--- config.mk ---
export PLATFORM = sky130hd
export DESIGN_NAME = magnetic_joystick_sample_conditioner_core
export DESIGN_NICKNAME = d
export VERILOG_FILES = /design/src/rtl/mjsc_pkg.sv /design/src/rtl/magnetic_joystick_sample_conditioner_core.sv
export SDC_FILE = /design/constraint.sdc
export NUM_CORES = 2
export LEC_CHECK = 0
export BUFFER_PORTS_ARGS = -buffer_cell sky130_fd_sc_hd__buf_2
export CAP_MARGIN = 5
export CORE_UTILIZATION = 66
export DETAILED_ROUTE_END_ITERATION = 10
export PLACE_DENSITY = 0.94
export SLEW_MARGIN = 25
export SYNTH_ARGS = -nofsm -noshare
export SYNTH_HDL_FRONTEND = slang
export SYNTH_SLANG_ARGS = --single-unit
--- constraint.sdc ---
create_clock -name clk -period 9.55 [get_ports clk]
set_clock_uncertainty 0.1 [all_clocks]
set_input_delay 0.955 -clock clk [delete_from_list [all_inputs] [get_ports clk]]
set_output_delay 0.955 -clock clk [all_outputs]
set_load 0.05 [all_outputs]
--- src/rtl/mjsc_pkg.sv ---
package mjsc_pkg;

    // Field widths of the sensor reading and of the conditioned result.
    localparam int unsigned AXIS_W      = 12;
    localparam int unsigned DELTA_W     = 13;
    localparam int unsigned BYTE_W      = 8;
    localparam int unsigned IN_TDATA_W  = 48;
    localparam int unsigned IN_TUSER_W  = 1;
    localparam int unsigned OUT_TDATA_W = 32;
    localparam int unsigned OUT_TUSER_W = 2;

    // Configuration port.
    localparam int unsigned CFG_IDX_W  = 2;
    localparam int unsigned CFG_DATA_W = 12;
    localparam int unsigned LIMIT_W    = 8;

    localparam logic [CFG_IDX_W-1:0] CFG_PRESS_THRESHOLD  = 2'd0;
    localparam logic [CFG_IDX_W-1:0] CFG_PRESS_HYSTERESIS = 2'd1;
    localparam logic [CFG_IDX_W-1:0] CFG_MOVE_DEADZONE    = 2'd2;
    localparam logic [CFG_IDX_W-1:0] CFG_ERROR_LIMIT      = 2'd3;

    localparam logic [CFG_DATA_W-1:0] RST_PRESS_THRESHOLD  = 12'd50;
    localparam logic [CFG_DATA_W-1:0] RST_PRESS_HYSTERESIS = 12'd10;
    localparam logic [CFG_DATA_W-1:0] RST_MOVE_DEADZONE    = 12'd3;
    localparam logic [LIMIT_W-1:0]    RST_ERROR_LIMIT      = 8'd5;

    // Both diagnostic bits must be set for the reading to be trusted.
    localparam logic [BYTE_W-1:0] DIAG_OK_MASK = 8'h0C;

    localparam logic [LIMIT_W-1:0] ERROR_RUN_MAX = 8'd255;

    typedef enum logic [OUT_TUSER_W-1:0] {
        STAT_CALIBRATING = 2'd0,
        STAT_TRACKING    = 2'd1,
        STAT_BAD         = 2'd2,
        STAT_REINIT      = 2'd3
    } status_t;

endpackage

--- src/rtl/magnetic_joystick_sample_conditioner_core.sv ---
// Magnetic joystick sample conditioner.
// Input items arrive on the s_ stream: one polled sensor reading each, the six register
// bytes in s_tdata and the bus-ok flag in s_tuser. Every accepted item gives exactly one
// result item on the m_ stream: the status code in m_tuser, and the X/Y deltas and the
// move, press and press-change flags in m_tdata. The four tuning registers are written
// through the cfg_ channel, which is always ready; write them only while the block is idle.
// An item is captured in an input register, conditioned by combinational logic and held in
// a result register, so m_tvalid rises once the item has passed from the input register into
// the result register; one item can be taken every cycle while the receiver keeps m_tready high.
// The one exception is the end of calibration: the reading that completes the average
// starts a division of the sums by CAL_SAMPLES (a reciprocal multiplication per
// axis), and during the division the next item waits in the input register.
// A stalled receiver (m_tready low) holds the result register; the input register then
// fills, and s_tready falls once both stages hold an item.
// Reset clears the calibration sums, the origins, the press state and the error count, loads
// the register defaults (threshold 50, hysteresis 10, deadzone 3, error limit 5) and
// empties both stages; calibration then starts afresh with the next valid readings.
module magnetic_joystick_sample_conditioner_core #(
    parameter int unsigned CAL_SAMPLES = 100
) (
    input  logic                                   clk,
    input  logic                                   rst_n,
    // Input stream.
    input  logic                                   s_tvalid,
    output logic                                   s_tready,
    // s_tdata from bit 0: x_high, y_high, z_high, xy_low, z_low, diag.
    input  logic [mjsc_pkg::IN_TDATA_W-1:0]        s_tdata,
    // s_tuser from bit 0: read_ok.
    input  logic [mjsc_pkg::IN_TUSER_W-1:0]        s_tuser,
    // Result stream.
    output logic                                   m_tvalid,
    input  logic                                   m_tready,
    // m_tdata from bit 0: delta_x, delta_y, moved, pressed, press_changed, three zero bits.
    output logic [mjsc_pkg::OUT_TDATA_W-1:0]       m_tdata,
    // m_tuser from bit 0: status.
    output logic [mjsc_pkg::OUT_TUSER_W-1:0]       m_tuser,
    // Configuration write channel.
    input  logic                                   cfg_valid,
    output logic                                   cfg_ready,
    input  logic [mjsc_pkg::CFG_IDX_W-1:0]         cfg_index,
    input  logic [mjsc_pkg::CFG_DATA_W-1:0]        cfg_data
);

    import mjsc_pkg::*;

    // The calibration sum must hold CAL_SAMPLES readings of the full 12-bit range.
    localparam int unsigned CAL_L  = $clog2(CAL_SAMPLES);
    localparam int unsigned SUM_W  = AXIS_W + CAL_L;
    localparam int unsigned CNT_W  = $clog2(CAL_SAMPLES + 1);
    localparam int unsigned MAG_W  = SUM_W;
    // Rounded-up reciprocal: exact floor division for every magnitude below 2^MAG_W.
    localparam int unsigned SHIFT  = MAG_W + CAL_L;
    localparam int unsigned RCP_W  = MAG_W + 2;
    localparam int unsigned PROD_W = MAG_W + RCP_W;
    localparam longint unsigned RECIP_VAL =
        ((64'd1 << SHIFT) + 64'(CAL_SAMPLES) - 64'd1) / 64'(CAL_SAMPLES);
    localparam logic [RCP_W-1:0] RECIP     = RCP_W'(RECIP_VAL);
    localparam logic [CNT_W-1:0] CAL_COUNT = CNT_W'(CAL_SAMPLES);

    // Signed division by CAL_SAMPLES, truncating towards zero.
    function automatic logic signed [AXIS_W-1:0] cal_origin(
        input logic signed [SUM_W-1:0] sum
    );
        logic              neg;
        logic [MAG_W-1:0]  mag;
        logic [PROD_W-1:0] prod;
        logic [AXIS_W-1:0] quo;
        neg  = sum[SUM_W-1];
        mag  = neg ? MAG_W'(-sum) : MAG_W'(sum);
        prod = PROD_W'(mag) * PROD_W'(RECIP);
        quo  = prod[SHIFT +: AXIS_W];
        return neg ? $signed(-quo) : $signed(quo);
    endfunction

    // Configuration registers.
    logic [CFG_DATA_W-1:0] press_threshold_reg;
    logic [CFG_DATA_W-1:0] press_hysteresis_reg;
    logic [CFG_DATA_W-1:0] move_deadzone_reg;
    logic [LIMIT_W-1:0]    error_limit_reg;

    // Input stage.
    logic                  in_valid_reg;
    logic [IN_TDATA_W-1:0] in_data_reg;
    logic                  in_ok_reg;

    // Conditioning state.
    logic signed [SUM_W-1:0]  sum_x_reg, sum_y_reg, sum_z_reg;
    logic signed [SUM_W-1:0]  sum_x_next, sum_y_next, sum_z_next;
    logic [CNT_W-1:0]         count_reg, count_next;
    logic signed [AXIS_W-1:0] home_x_reg, home_y_reg, home_z_reg;
    logic                     cal_done_reg, cal_done_next;
    logic                     div_pend_reg, div_pend_next;
    logic                     press_reg, press_next;
    logic [LIMIT_W-1:0]       error_run_reg, error_run_next;

    // Result stage.
    logic                      out_valid_reg;
    status_t                   status_reg, status_next;
    logic signed [DELTA_W-1:0] dx_reg, dx_next;
    logic signed [DELTA_W-1:0] dy_reg, dy_next;
    logic                      moved_reg, moved_next;
    logic                      pressed_reg;
    logic                      changed_reg, changed_next;

    logic move;

    // Item moves from the input register into the result register.
    assign move      = in_valid_reg && !div_pend_reg && (!out_valid_reg || m_tready);
    assign s_tready  = !in_valid_reg || move;
    assign cfg_ready = 1'b1;

    // Unpacking of the held reading.
    logic [BYTE_W-1:0]        x_high, y_high, z_high, xy_low, z_low, diag;
    logic                     good;
    logic signed [AXIS_W-1:0] x_s, y_s, z_s;

    assign x_high = in_data_reg[0*BYTE_W +: BYTE_W];
    assign y_high = in_data_reg[1*BYTE_W +: BYTE_W];
    assign z_high = in_data_reg[2*BYTE_W +: BYTE_W];
    assign xy_low = in_data_reg[3*BYTE_W +: BYTE_W];
    assign z_low  = in_data_reg[4*BYTE_W +: BYTE_W];
    assign diag   = in_data_reg[5*BYTE_W +: BYTE_W];
    assign good   = in_ok_reg && ((diag & DIAG_OK_MASK) == DIAG_OK_MASK);
    assign x_s    = $signed({x_high, xy_low[7:4]});
    assign y_s    = $signed({y_high, xy_low[3:0]});
    assign z_s    = $signed({z_high, z_low[3:0]});

    // Tracking arithmetic: deltas from the origins and their magnitudes.
    logic signed [DELTA_W-1:0] dx_w, dy_w, dz_w, rel_w;
    logic [DELTA_W-1:0]        adx, ady, adz;
    logic [DELTA_W-1:0]        thr_w, dz_lim;

    assign dx_w   = DELTA_W'(x_s) - DELTA_W'(home_x_reg);
    assign dy_w   = DELTA_W'(y_s) - DELTA_W'(home_y_reg);
    assign dz_w   = DELTA_W'(z_s) - DELTA_W'(home_z_reg);
    assign adx    = dx_w[DELTA_W-1] ? DELTA_W'(-dx_w) : DELTA_W'(dx_w);
    assign ady    = dy_w[DELTA_W-1] ? DELTA_W'(-dy_w) : DELTA_W'(dy_w);
    assign adz    = dz_w[DELTA_W-1] ? DELTA_W'(-dz_w) : DELTA_W'(dz_w);
    assign thr_w  = DELTA_W'(press_threshold_reg);
    assign dz_lim = DELTA_W'(move_deadzone_reg);
    // The release level goes negative when the hysteresis exceeds the threshold.
    assign rel_w  = $signed(thr_w) - $signed(DELTA_W'(press_hysteresis_reg));

    always_comb
    begin
        sum_x_next     = sum_x_reg;
        sum_y_next     = sum_y_reg;
        sum_z_next     = sum_z_reg;
        count_next     = count_reg;
        cal_done_next  = cal_done_reg;
        div_pend_next  = 1'b0;
        press_next     = press_reg;
        error_run_next = error_run_reg;
        status_next    = STAT_CALIBRATING;
        dx_next        = '0;
        dy_next        = '0;
        moved_next     = 1'b0;
        changed_next   = 1'b0;
        if (move)
        begin
            if (!good)
            begin
                if (error_run_reg != ERROR_RUN_MAX)
                begin
                    error_run_next = error_run_reg + 1'b1;
                end
                // A bad reading during calibration restarts the average.
                if (!cal_done_reg)
                begin
                    sum_x_next = '0;
                    sum_y_next = '0;
                    sum_z_next = '0;
                    count_next = '0;
                end
                status_next = (error_run_next > error_limit_reg) ? STAT_REINIT : STAT_BAD;
            end
            else
            begin
                error_run_next = '0;
                if (!cal_done_reg)
                begin
                    sum_x_next = sum_x_reg + SUM_W'(x_s);
                    sum_y_next = sum_y_reg + SUM_W'(y_s);
                    sum_z_next = sum_z_reg + SUM_W'(z_s);
                    count_next = count_reg + 1'b1;
                    if (count_next == CAL_COUNT)
                    begin
                        cal_done_next = 1'b1;
                        div_pend_next = 1'b1;
                    end
                    status_next = STAT_CALIBRATING;
                end
                else
                begin
                    if (!press_reg && (adz > thr_w))
                    begin
                        press_next = 1'b1;
                    end
                    else if (press_reg && ($signed(adz) < rel_w))
                    begin
                        press_next = 1'b0;
                    end
                    changed_next = press_next ^ press_reg;
                    moved_next   = (adx > dz_lim) || (ady > dz_lim);
                    dx_next      = dx_w;
                    dy_next      = dy_w;
                    status_next  = STAT_TRACKING;
                end
            end
        end
    end

    // Control and state registers.
    always_ff @(posedge clk or negedge rst_n)
    begin
        if (!rst_n)
        begin
            press_threshold_reg  <= RST_PRESS_THRESHOLD;
            press_hysteresis_reg <= RST_PRESS_HYSTERESIS;
            move_deadzone_reg    <= RST_MOVE_DEADZONE;
            error_limit_reg      <= RST_ERROR_LIMIT;
            in_valid_reg         <= 1'b0;
            out_valid_reg        <= 1'b0;
            sum_x_reg            <= '0;
            sum_y_reg            <= '0;
            sum_z_reg            <= '0;
            count_reg            <= '0;
            home_x_reg           <= '0;
            home_y_reg           <= '0;
            home_z_reg           <= '0;
            cal_done_reg         <= 1'b0;
            div_pend_reg         <= 1'b0;
            press_reg            <= 1'b0;
            error_run_reg        <= '0;
        end
        else
        begin
            if (cfg_valid && cfg_ready)
            begin
                case (cfg_index)
                    CFG_PRESS_THRESHOLD:  press_threshold_reg  <= cfg_data;
                    CFG_PRESS_HYSTERESIS: press_hysteresis_reg <= cfg_data;
                    CFG_MOVE_DEADZONE:    move_deadzone_reg    <= cfg_data;
                    CFG_ERROR_LIMIT:      error_limit_reg      <= cfg_data[LIMIT_W-1:0];
                    default:              ;
                endcase
            end
            if (s_tvalid && s_tready)
            begin
                in_valid_reg <= 1'b1;
            end
            else if (move)
            begin
                in_valid_reg <= 1'b0;
            end
            if (move)
            begin
                out_valid_reg <= 1'b1;
            end
            else if (m_tready)
            begin
                out_valid_reg <= 1'b0;
            end
            sum_x_reg     <= sum_x_next;
            sum_y_reg     <= sum_y_next;
            sum_z_reg     <= sum_z_next;
            count_reg     <= count_next;
            cal_done_reg  <= cal_done_next;
            div_pend_reg  <= div_pend_next;
            press_reg     <= press_next;
            error_run_reg <= error_run_next;
            // The origins are taken from the completed sums in the cycle after the last
            // calibration reading; no item advances in that cycle.
            if (div_pend_reg)
            begin
                home_x_reg <= cal_origin(sum_x_reg);
                home_y_reg <= cal_origin(sum_y_reg);
                home_z_reg <= cal_origin(sum_z_reg);
            end
        end
    end

    // Payload registers.
    always_ff @(posedge clk)
    begin
        if (s_tvalid && s_tready)
        begin
            in_data_reg <= s_tdata;
            in_ok_reg   <= s_tuser[0];
        end
        if (move)
        begin
            status_reg  <= status_next;
            dx_reg      <= dx_next;
            dy_reg      <= dy_next;
            moved_reg   <= moved_next;
            pressed_reg <= press_next;
            changed_reg <= changed_next;
        end
    end

    assign m_tvalid = out_valid_reg;
    assign m_tuser  = status_reg;
    assign m_tdata  = {3'b000, changed_reg, pressed_reg, moved_reg, dy_reg, dx_reg};

`ifndef SYNTHESIS
    // A tracking result is only ever produced once the origins have settled.
    a_track_after_cal: assert property (@(posedge clk) disable iff (!rst_n)
        (move && status_next == STAT_TRACKING) |-> (cal_done_reg && !div_pend_reg))
        else $error("tracking result produced before the origins were loaded");

    // Results other than tracking carry no deltas and no movement or change marks.
    a_quiet_untracked: assert property (@(posedge clk) disable iff (!rst_n)
        (out_valid_reg && status_reg != STAT_TRACKING) |->
        (dx_reg == '0 && dy_reg == '0 && !moved_reg && !changed_reg))
        else $error("non-tracking result carries tracking fields");

    // No item moves while the division of the sums is pending, and the flag is clear in the next cycle.
    a_single_div_cycle: assert property (@(posedge clk) disable iff (!rst_n)
        div_pend_reg |-> (!move ##1 !div_pend_reg))
        else $error("origin division did not complete in one cycle");

    // The calibration count never runs past the number of samples averaged.
    a_count_bound: assert property (@(posedge clk) disable iff (!rst_n)
        count_reg <= CAL_COUNT)
        else $error("calibration sample count overran");

    // Sample count moves only while calibrating.
    a_count_frozen: assert property (@(posedge clk) disable iff (!rst_n)
        (cal_done_reg && !div_pend_reg) |=> $stable(count_reg))
        else $error("sample count changed after calibration");
`endif

endmodule

==> reports/summary.log <==
INFO  outcome        status=completed
INFO  cells_and_area final_design_area_no_fill=37800um2
INFO  routing        detail_route.wl_per_cell=20.3um
INFO  timing         timing.max_slew.rel_slack=0.347
INFO  cells_and_area final_common_cell=sky130_fd_sc_hd__inv_1
INFO  routing        vias_per_cell=6.26
INFO  global_route   grt_antenna_before_repair=2
INFO  synth          netlist_instances=3775
INFO  setup_path     reg2reg_depth=32
INFO  setup_path     crit_path_end_kind=flop
INFO  placed_design  detailed_place_hpwl=73.6mm
INFO  setup_path     crit_top_cell=sky130_fd_sc_hd__fa_1
INFO  synth          yosys-mux-area-fraction=0.0163
INFO  cells_and_area seqCellArea=6050um2
INFO  synth          synth-async-reset-ratio=0.692
INFO  cells_and_area mostFrequentLayoutCells=sky130_fd_sc_hd__inv_1, sky130_fd_sc_hd__ha_1, sky130_fd_sc_hd__fa_1, sky130_fd_sc_hd__nand2_1, sky130_fd_sc_hd__nor2_1
INFO  synth          netlist_area=35400um2
INFO  floorplanning  die_area=54600um2
INFO  placed_design  placement.io_buffers=90
INFO  timing         tightest_slew=0.972ns
INFO  clock_network  cts_made_buffers=24
INFO  routing        drcViolationCount=0
INFO  timing         slew_viol_final=0
INFO  timing         final.period_utilization=0.972
INFO  setup_path     max_stage_delay=0.61ns
INFO  global_route   grt_max_degree=101
INFO  setup_path     cp.required=9.83ns
INFO  clock_network  worst_case_clock_buffer_depth=3
INFO  timing         timing_hold_violations_final=0
INFO  routing        final_antenna_net_count=0
INFO  clock_network  cts.clk_slew.worst_paths=0.06ns
INFO  clock_network  post_cts_hold_buffer_count=0
INFO  clock_network  clkLatencyLatePin=0.56ns
INFO  cells_and_area nets=4970
INFO  power          p_leak=20.4nW
INFO  setup_path     setup.worst_path.start_class=flop
INFO  power          vdd_ir_drop_max=0.000249V
INFO  power          p_per_area=280nW/um2
INFO  synth          synthesized_area_fraction_occupied_by_ao_oa_aoi_and_oai_cells=0.117
INFO  synth          synth_fa_ha_area_frac=0.442
INFO  synth          ys_top_cells_by_area=sky130_fd_sc_hd__ha_1, sky130_fd_sc_hd__fa_1, sky130_fd_sc_hd__dfrtp_1, sky130_fd_sc_hd__inv_1, sky130_fd_sc_hd__edfxtp_1
INFO  synth          synth_top_family_by_area=adder cells
INFO  clock_network  tritoncts_num_sinks=227
INFO  setup_path     path_max_fanout=6
INFO  timing         setup_slack=0.267ns
INFO  global_route   overflow_left_after_global_routing=0
INFO  floorplanning  design.core.area=52800um2
INFO  synth          synth_simple_gate_area_share=0.0987
INFO  setup_path     path_depth=32
INFO  clock_network  cell_at_the_root_of_the_clock_tree=sky130_fd_sc_hd__clkbuf_16
INFO  synth          synth_top_area_frac=0.226
INFO  setup_path     worst-setup-path-type=flop to flop
INFO  global_route   grt_pass1_wl=150mm
INFO  placed_design  globalplace.congestion=0.994
INFO  worst_hold_path worst_hold_path_type=flop to flop
INFO  cells_and_area largest_register_ffs=38
INFO  placed_design  place_area=36900um2
INFO  floorplanning  starting_utilization_of_the_core_area=0.671
INFO  synth          yosysSeqAreaShare=0.171
INFO  timing         peak_clock_frequency_supported_by_timing=108MHz
INFO  floorplanning  core.rowCount=84
INFO  synth          ys_seq_elements=227
INFO  power          total_power=10.6mW
INFO  synth          synth_xor_area_frac=0.0540
INFO  cells_and_area multi_input_area=25900um2
INFO  synth          postSynthAreaPerCell=9.38um2
INFO  setup_path     top_delay_family_on_crit_path=adder cells
INFO  floorplanning  die_w=234um
INFO  synth          synth_largest_area_cell=sky130_fd_sc_hd__ha_1
INFO  routing        postRouteWirelength=93.0mm
INFO  setup_path     data_arrival_time_of_the_critical_path=9.57ns
INFO  setup_path     cp_slowest_cell=sky130_fd_sc_hd__or4_4
INFO  synth          yosysUniqueCellTypes=102
INFO  setup_path     cp_num_buf_inv=6
INFO  synth          synth-main-ff-cell=sky130_fd_sc_hd__dfrtp_1
INFO  run            max_cap_viol_count=0
INFO  cells_and_area drive_above_1_share=0.0782
INFO  routing        drt-initial-drc-count=2797
INFO  placed_design  preCtsSetupSlack=0.266ns
INFO  global_route   number_of_global_route_vias_before_repair=30300
INFO  floorplanning  pin_count=105
INFO  global_route   global_route.usage.total=0.348
INFO  timing         final-setup-viol-count=0
INFO  worst_hold_path timing.hold.worst_path_depth=2
INFO  routing        vias=28700
INFO  clock_network  htree_num_levels=1
INFO  synth          synth_enable_flop_cells=70
INFO  routing        detailedRoute.firstPassIterationCount=8
INFO  timing         layout_min_cycle_time=9.28ns
INFO  clock_network  cts_tree=done
INFO  cells_and_area num-fill-cells=3440
INFO  cells_and_area syn2layout_area_growth=6.63%
INFO  synth          synth-warning-count=0
INFO  clock_network  cts_setup_buffers=0
INFO  floorplanning  die_height=234um
path summary, 6_finish.rpt:
path / from / endpoint / slack (ns)
worst max-delay path: sum_z_reg[6] / home_z_reg[10] / 0.27
worst min-delay path: count_reg[1] / count_reg[1] / 0.41
worst max register to register: sum_z_reg[6] / home_z_reg[10] / 0.27
worst min register to register: count_reg[1] / count_reg[1] / 0.41
max in group asynchronous: rst_n / sum_x_reg[18] / 7.54
min in group asynchronous: rst_n / error_limit_reg[1] / 0.42
Yosys cell counts, types with 16 or more instances:
library cell                 n
sky130_fd_sc_hd__nor4_1     16
sky130_fd_sc_hd__a21oi_1   153
sky130_fd_sc_hd__and3_1     36
sky130_fd_sc_hd__nand2b_1   26
sky130_fd_sc_hd__or3_1      21
sky130_fd_sc_hd__o21ai_0   151
sky130_fd_sc_hd__edfxtp_1   70
sky130_fd_sc_hd__a22o_1     18
sky130_fd_sc_hd__nand3_1    69
sky130_fd_sc_hd__xnor2_1   145
sky130_fd_sc_hd__o21a_1     20
sky130_fd_sc_hd__nor3_1     64
sky130_fd_sc_hd__a31oi_1    29
sky130_fd_sc_hd__clkbuf_1   50
sky130_fd_sc_hd__ha_1      640
sky130_fd_sc_hd__mux2_2     40
sky130_fd_sc_hd__xor2_1     69
sky130_fd_sc_hd__a21o_1     75
sky130_fd_sc_hd__fa_1      382
sky130_fd_sc_hd__dfrtp_1   148
sky130_fd_sc_hd__nor2_1    161
sky130_fd_sc_hd__inv_1     882
sky130_fd_sc_hd__nor2b_1    24
sky130_fd_sc_hd__a211oi_1   16
sky130_fd_sc_hd__nand4_1    24
sky130_fd_sc_hd__o21bai_1   23
sky130_fd_sc_hd__o31ai_1    31
sky130_fd_sc_hd__nand2_1   163
layer usage:
metal  global-route usage  up-vias  part of all wire
met5                    0        -                 0
met2                0.578     1731              0.47
met1                0.428    13800              0.37
li1                     -    12700                 -
met4                0.199        0             0.069
met3               0.0568      506             0.089
cells by family after synthesis:
group	after synthesis
and+or+nand+nor	689
adders and majority gates	1022
AOI/OAI and AO/OA	620
xor gates and xnor gates	216
muxes	52
other	2
DFF	227
buffers and inverters	947
metrics by stage:
| step | hold WS (ns) | setup TNS (ns) | cells | util |
|---|---|---|---|---|
| 6_report | 0.405 | 0 | 4587 | 0.716 |
| 5_1_grt | 0.414 | -0.0567 | 4587 | 0.716 |
| 4_1_cts | 0.404 | 0 | 4586 | 0.714 |
| 3_5_place_dp | 0.380 | 0 | 4542 | 0.699 |
| 3_3_place_gp | 0.373 | 0 | 4542 | 0.698 |
| 2_1_floorplan | 0.357 | 0 | 3777 | - |
power breakdown:
| part | internal, mW | total [mW] | switching (mW) |
|---|---|---|---|
| Sequential | 1.10 | 1.20 | 0.102 |
| Clock | 0.531 | 0.955 | 0.424 |
| Combinational | 3.28 | 8.40 | 5.12 |
| Total | 4.91 | 10.6 | 5.64 |
area by class of cell:
type / instances / area share
multi-input cells: 2603 / 0.686
clock buffers: 28 / 0.0166
clock inverters: 16 / 0.00454
flip-flops and latches: 227 / 0.160
inverters: 884 / 0.0879
diodes: 1 / 0.0000663
repair buffers: 140 / 0.0220
well taps: 688 / 0.0228
repair_timing:
action | in CTS | in global routing
endpoints found under the setup margin | 0 | 11
endpoints found under the hold margin | 0 | 0
gates resized for setup | 0 | 17
worst min-delay path: cells and delay by family, from the launching register on:
kind,cells,cell delay [ns]
flip-flops,1,0.36
AND/OR/NAND/NOR,2,0.11
(Power assumes the default switching activity.)
